`config.mk`:
```
export PLATFORM = sky130hd
export DESIGN_NAME = tmbc_div
export DESIGN_NICKNAME = d
export VERILOG_FILES = /design/src/rtl/tmbc_pkg.sv /design/src/rtl/tmbc_div.sv
export SDC_FILE = /design/constraint.sdc
export NUM_CORES = 1
export LEC_CHECK = 0
export BUFFER_PORTS_ARGS = -buffer_cell sky130_fd_sc_hd__buf_2
export CAP_MARGIN = 0
export CORE_ASPECT_RATIO = 0.5
export CORE_UTILIZATION = 30
export CTS_CLUSTER_DIAMETER = 100
export DETAILED_ROUTE_END_ITERATION = 10
export GPL_TIMING_DRIVEN = 0
export PLACE_DENSITY = 0.52
export SLEW_MARGIN = 15
export SYNTH_ARGS = -nofsm -noshare
export SYNTH_HDL_FRONTEND = slang
export SYNTH_SLANG_ARGS = --single-unit
```
`constraint.sdc`:
```
create_clock -name clk -period 2 [get_ports clk]
set_clock_uncertainty 0.1 [all_clocks]
set_input_delay 0.3 -clock clk [delete_from_list [all_inputs] [get_ports clk]]
set_output_delay 0.3 -clock clk [all_outputs]
set_load 0.01 [all_outputs]
```
`src/rtl/tmbc_pkg.sv`:
```
// ----------------------------------------------------------------------------
// tmbc_pkg
// Shared constants, codes and helpers for the tile map box collision block.
// ----------------------------------------------------------------------------
package tmbc_pkg;

  // storage bounds (defaults for the top-level parameters)
  localparam int TMBC_MAX_COLUMNS = 64;
  localparam int TMBC_MAX_ROWS    = 64;

  // width that holds any map bound or compare limit (up to 1024)
  localparam int IDX_W = 11;

  // edge magnitude and divider sizes
  localparam int EDGE_W    = 18;
  localparam int MAG_W     = 16;
  localparam int DIV_W     = 8;
  localparam int DIV_STEPS = MAG_W;
  localparam int STEP_W    = $clog2(DIV_STEPS);

  // configuration register indexes
  localparam logic [1:0] REG_TILE_W   = 2'd0;
  localparam logic [1:0] REG_TILE_H   = 2'd1;
  localparam logic [1:0] REG_MAP_COLS = 2'd2;
  localparam logic [1:0] REG_MAP_ROWS = 2'd3;

  // configuration reset values
  localparam logic [7:0] TILE_W_RESET   = 8'd16;
  localparam logic [7:0] TILE_H_RESET   = 8'd16;
  localparam logic [6:0] MAP_COLS_RESET = 7'd64;
  localparam logic [6:0] MAP_ROWS_RESET = 7'd64;

  // command codes
  localparam logic CMD_WRITE = 1'b0;
  localparam logic CMD_QUERY = 1'b1;

  // magnitude of a signed edge; always fits 16 bits for legal fields
  function automatic logic [MAG_W-1:0] edge_mag(input logic [EDGE_W-1:0] v);
    logic [EDGE_W-1:0] n;
    n = v[EDGE_W-1] ? (~v + EDGE_W'(1)) : v;
    return n[MAG_W-1:0];
  endfunction

  // a tile index is off the map if negative (nonzero after truncation)
  // or at or beyond the map size in use
  function automatic logic tile_off(input logic [MAG_W-1:0] q, input logic neg,
                                    input logic [IDX_W-1:0] limit);
    return (neg && (q != '0)) || (q >= {{(MAG_W-IDX_W){1'b0}}, limit});
  endfunction

endpackage

```
`src/rtl/tmbc_div.sv`:
```
// ----------------------------------------------------------------------------
// tmbc_div
// Restoring divider: 16-bit unsigned magnitude by 8-bit divisor, one
// quotient bit per step.
// ----------------------------------------------------------------------------
module tmbc_div
  import tmbc_pkg::*;
(
  input  logic             clk,
  input  logic             load,
  input  logic             step,
  input  logic [MAG_W-1:0] dividend,
  input  logic [DIV_W-1:0] divisor,
  output logic [MAG_W-1:0] quotient
);

  logic [DIV_W-1:0] dvsr;
  logic [DIV_W-1:0] rem;
  logic [DIV_W:0]   rem_sh;
  logic [DIV_W:0]   rem_sub;
  logic             fits;

  // shift in the next dividend bit and try a subtract
  always_comb begin
    rem_sh  = {rem, quotient[MAG_W-1]};
    rem_sub = rem_sh - {1'b0, dvsr};
    fits    = (rem_sh >= {1'b0, dvsr});
  end

  always_ff @(posedge clk) begin
    if (load) begin
      dvsr     <= divisor;
      rem      <= '0;
      quotient <= dividend;
    end else if (step) begin
      rem      <= fits ? rem_sub[DIV_W-1:0] : rem_sh[DIV_W-1:0];
      quotient <= {quotient[MAG_W-2:0], fits};
    end
  end

endmodule

```
* After elaboration in Yosys (flattened, before gate mapping)
Index checks and enable logic that the tools add are counted.
** Storage, ports and cells
- Bits of input ports :: 27
- Register bits :: 32
- Logic and storage cells :: 9
- Output and inout bits :: 16
** Operators by class
- Muxes and demuxes :: 3
- $lt $le $gt $ge :: 1
- Reduce and logical (&&, ||, !) cells :: 1
- Add/sub/neg operators :: 1
** Operator list (number)
- $mux W16 :: 2
- $ge A9 B8 Y1 :: 1
- $mux W8 :: 1
- $sub A8 B8 Y8 :: 1
- $reduce_bool A2 Y1 :: 1

* Logic depth before layout (Yosys ltp)
- Word-level depth :: 3
- Gate-level depth with buffers :: 8

* Least setup slack after synthesis
No wires, ideal clock.
- Path kind :: reg2reg
- Start :: register quotient[15]
- End :: register rem[6]
- Stages on the path, launching flop included :: 9
- Data arrival time :: 1998 ps
- Library setup time :: 91 ps
- Setup slack :: -189 ps
- Clock period less this slack :: 2189 ps
- Path through :: edfxtp_1 -> inv_1 -> ha_1 -> fa_1 -> nand2b_1 -> a2111o_1 -> o211ai_1 -> o21ai_0 -> a311oi_1
** On the way
- Longest elaborated chain between the ends :: 2
- Elaborated cells between the ends (all ways) :: 3
- Those cells by class :: add/sub (1); order compare (1); mux (1)
** Ends and longest elaborated chain
- start: declaration :: line tmbc_div.sv:14 : output logic [MAG_W-1:0] quotient
- start signal: assignment :: line tmbc_div.sv:34 : quotient <= dividend;
- start signal: assignment :: line tmbc_div.sv:37 : quotient <= {quotient[MAG_W-2:0], fits};
- $sub A8 B8 Y8 or $ge A9 B8 Y1 (tied branches) :: line tmbc_div.sv:26, tmbc_div.sv:27
- $mux W8 (*) :: line tmbc_div.sv:36 : rem <= fits ? rem_sub[DIV_W-1:0] : rem_sh[DIV_W-1:0];
- end signal: assignment :: line tmbc_div.sv:36
- end: declaration :: line tmbc_div.sv:18 : logic [DIV_W-1:0] rem;
Mark *: on every way between the ends. The rest lies on a longest branch, timed or not.
A chain may end at the register's enable or synchronous reset.

* Final worst setup path
- Start :: register dvsr[0]
- End :: register rem[6]
** On the way
- Longest elaborated chain between the ends :: 2
- Elaborated cells between the ends (all ways) :: 3
- Those cells by class :: add/sub (1); order compare (1); mux (1)
** Ends and longest elaborated chain
- start: declaration :: line tmbc_div.sv:17 : logic [DIV_W-1:0] dvsr;
- start signal: assignment :: line tmbc_div.sv:32 : dvsr <= divisor;
- $sub A8 B8 Y8 or $ge A9 B8 Y1 (tied branches) :: line tmbc_div.sv:26, tmbc_div.sv:27
- $mux W8 (*) :: line tmbc_div.sv:36
Marks and branches as above.

==> key figures <==
Setup path
  • Req. time, crit path: between 2000 and 2500 ps
  • CP Cell Sequence: ha_4 -> fa_2 -> nand2b_4 -> a2111o_1 -> o211ai_1 -> o21ai_1 -> a311oi_1
  • Crit end category: flop
  • Critical path buffers and inverters: 0
  • Critical path type: flop to flop
  • Crit path DAT: between 2000 and 2500 ps
  • CP Launch Type: flop
  • Max FO, Critical Path: 3
  • Largest stage delay, worst path: 400 ps
  • CP delay by family, top: compound AO/OA/AOI/OAI gates
  • FF-to-FF setup slack: -140 ps
  • Max stage delay cell, worst path: edfxtp_1

Die
  • Num ports: 43
  • Height of the die: 56.00 um
  • Initial Utilization: a little under a third
  • Die W: 110.0 um
  • DIE AREA: 6159 sq um
  • Num rows: 19
  • Core box area: ~5500 sq um

Layout
  • Post-Layout Cell Count: about 280
  • Footprint of the multi-input gates: 960.9 sq um
  • Layout cells sized above 1: 48.08%
  • Register area: ~880 sq um
  • Core Util, Final: between 40 and 50%
  • Fin area: 2444 sq um
  • Fillers: 521
  • # diodes: 0
  • Final nets: 243
  • Synth-to-Final Area Change: 39.70%

Placed design
  • Port Buffers: between 40 and 50
  • Placer's final routability congestion estimate: approximately 0.72
  • Placed inst area: between 2000 and 2500 sq um
  • Placed insts: between 200 and 300
  • DP HPWL: 2.842 mm

STA
  • Final Hold Fails: 0
  • Max Slew Vio Count: 0
  • Fmax: roughly 470 MHz
  • RSZ-0062 raised after global routing: true
  • WHS: about 100 ps
  • Period minus WS final: about 2100 ps
  • Fin worst setup slack: -143.0 ps
  • Slew @ Worst Pin: 668.6 ps
  • Setup violators final: 3
  • Fin crit share: 107.1%
  • Slew HR: around 55%

Synth
  • Synth top area share: about two fifths
  • Ys flop type: edfxtp_1
  • Netlist cell types: 42
  • Register area share after synthesis: about 50%
  • Gate Count Post-Synth: 151
  • Top cells by area, synth: edfxtp_1 (41%), mux2_2 (10%), dfxtp_1 (9.2%)
  • EDFF count, synth: 24
  • Syn Std Cell Area: ~1700 sq um
  • Synth async-reset ratio: 0%
  • Most common cell in the netlist: edfxtp_1
  • Synth top cells by count: edfxtp_1 (24), mux2_2 (16), inv_1 (13)
  • Synthesized flop and latch total: 32
  • Largest area contributor in the netlist: edfxtp_1
  • Syn_area_per_cell: 11.58 sq um
  • Mapped Nets: 187
  • YS warnings: 0

Pwr
  • Combinational power share: roughly 27%
  • Worst IR Drop VDD: ~0.00046 V
  • Pwr Total: about 2.3 mW
  • Lkg Pwr: about 0.99 nW
  • Sequential share of power: roughly 37%
  • Net Sw Frac: a little over a quarter
  • Power Density: 951.7 nW/um^2
  • Pint: 1.699 mW
  • Clock Power Share: between 30 and 40%
  • NetSw: 626.2 uW

CTS
  • H-Tree Depth: 2
  • Clock latency at the later pin of the worst-skew pair: 270 ps
  • Post-CTS Hold Fix Bufs: 0
  • Root buf cell: clkbuf_16
  • Worst-path clk slew: 50 ps
  • Worst-case clock buffer depth: 2
  • CTS tree: yes
  • Total CTS buffers: 5
  • CTS Sinks: 32

Global route
  • Initial antenna violation count: 0
  • Largest net degree at the start of global routing: 17
  • Global-route wire length before repair: about 6.5 mm
  • Vias in the first global route: 1356
  • GRT overflow: 0
  • Tot GR Track Use: roughly 14%

Drt
  • Routed vias: around 1400
  • DR iter-0 viols: just over 80
  • DRC: 0
  • Final wirelength: between 4 and 5 mm
  • Wire per inst: between 10 and 15 um
  • DRT antenna net count: 0
  • Total iterations of the first detailed-routing run: 4
  • Via density: 4.943

Min path
  • Hold Path Class: input pin to flop

Status
  • Failing checks: negative setup slack
  • Status: finished, violations left

Flow run
  • Max-cap violations: 0
[cell families after synthesis]
group,synth area share [%]
multiplexers,10.30
flip-flops,50.36
adder cells (fa/ha/maj),6.867
XOR/XNOR,1.502
AO/OA/AOI/OAI,14.59
AND/OR/NAND/NOR,11.80
buffers and inverters,4.578
[worst register-to-register path, cell delays in order (launching register included)]
cell	delay, ps
edfxtp_1	400
ha_4	190
fa_2	360
nand2b_4	160
a2111o_1	360
o211ai_1	130
o21ai_1	110
a311oi_1	260
[cells in the final DEF (no fill, tap or decap), types with 2 or more instances in the layout]
cell / count
inv_1: 11
nand3_1: 5
a311oi_1: 5
nor2_1: 11
a2111o_1: 2
xnor2_1: 3
or3_1: 2
mux2_2: 15
nand2_1: 4
dfxtp_1: 7
nand3b_1: 2
a21oi_1: 3
ha_4: 7
a21oi_2: 2
clkbuf_16: 5
nand2b_1: 2
inv_2: 2
o21ai_0: 5
and3_1: 2
nand3_2: 2
o21ai_1: 2
clkinv_1: 2
o211ai_1: 2
edfxtp_1: 24
buf_2: 42
buf_6: 2
buf_4: 7
[what timing repair did]
action	CTS	global route
pin swaps	5	4
buffers inserted	5	2
gates cloned	0	0
setup endpoints to repair	9	9
resized for setup	17	8
[power groups by stage]
stage	sequential [mW]	combinational (mW)	clock, mW
finish	0.854	0.636	0.836
global route	0.863	0.692	0.896
CTS	0.851	0.588	0.858
detailed placement	0.858	0.499	0
global placement	0.856	0.494	0
floorplan	0.865	0.331	0
[final timing paths]
path	from	end	cells after the start
worst max-delay path	dvsr[0]$_DFFE_PP_	rem[6]$_SDFFE_PP0P_	7
worst min register to register	rem[0]$_SDFFE_PP0P_	rem[1]$_SDFFE_PP0P_	2
worst min-delay path	divisor[4]	dvsr[4]$_DFFE_PP_	1
worst max register to register	dvsr[0]$_DFFE_PP_	rem[6]$_SDFFE_PP0P_	7
[final cells by class]
class,count,share of cell area [%]
Timing Repair Buffer,49,10.91
Inverter,13,1.997
Sequential cell,32,36.10
Clock inverter,3,1.536
Clock buffer,5,5.120
Multi-Input combinational cell,102,39.32
Tap cell,73,3.738
Buffer,4,1.280
[stage by stage]
| stage | setup WS [ps] | setup TNS [ps] |
|---|---|---|
| CTS | -157.5 | -326.3 |
| global route | -248.1 | -759.7 |
| global placement | -191.8 | -888.9 |
| floorplan | -70.19 | -70.19 |
| detailed placement | -202.1 | -1102 |
| finish | -143.0 | -281.8 |
[metal layers]
| metal | vias to the layer above | part of all wire, % | global-route usage [%] |
|---|---|---|---|
| met4 | 0 | 1.6 | 5.905 |
| met1 | 680 | 48 | 19.42 |
| li1 | 681 | - | - |
| met3 | 7 | 3.2 | 4.450 |
| met5 | - | 0 | 0 |
| met2 | 21 | 47 | 21.16 |
[state kept, by name, summed over array words and instances (netlist names)]
name	cells
quotient	16
dvsr	8
rem	8
(Power assumes the default switching activity.)
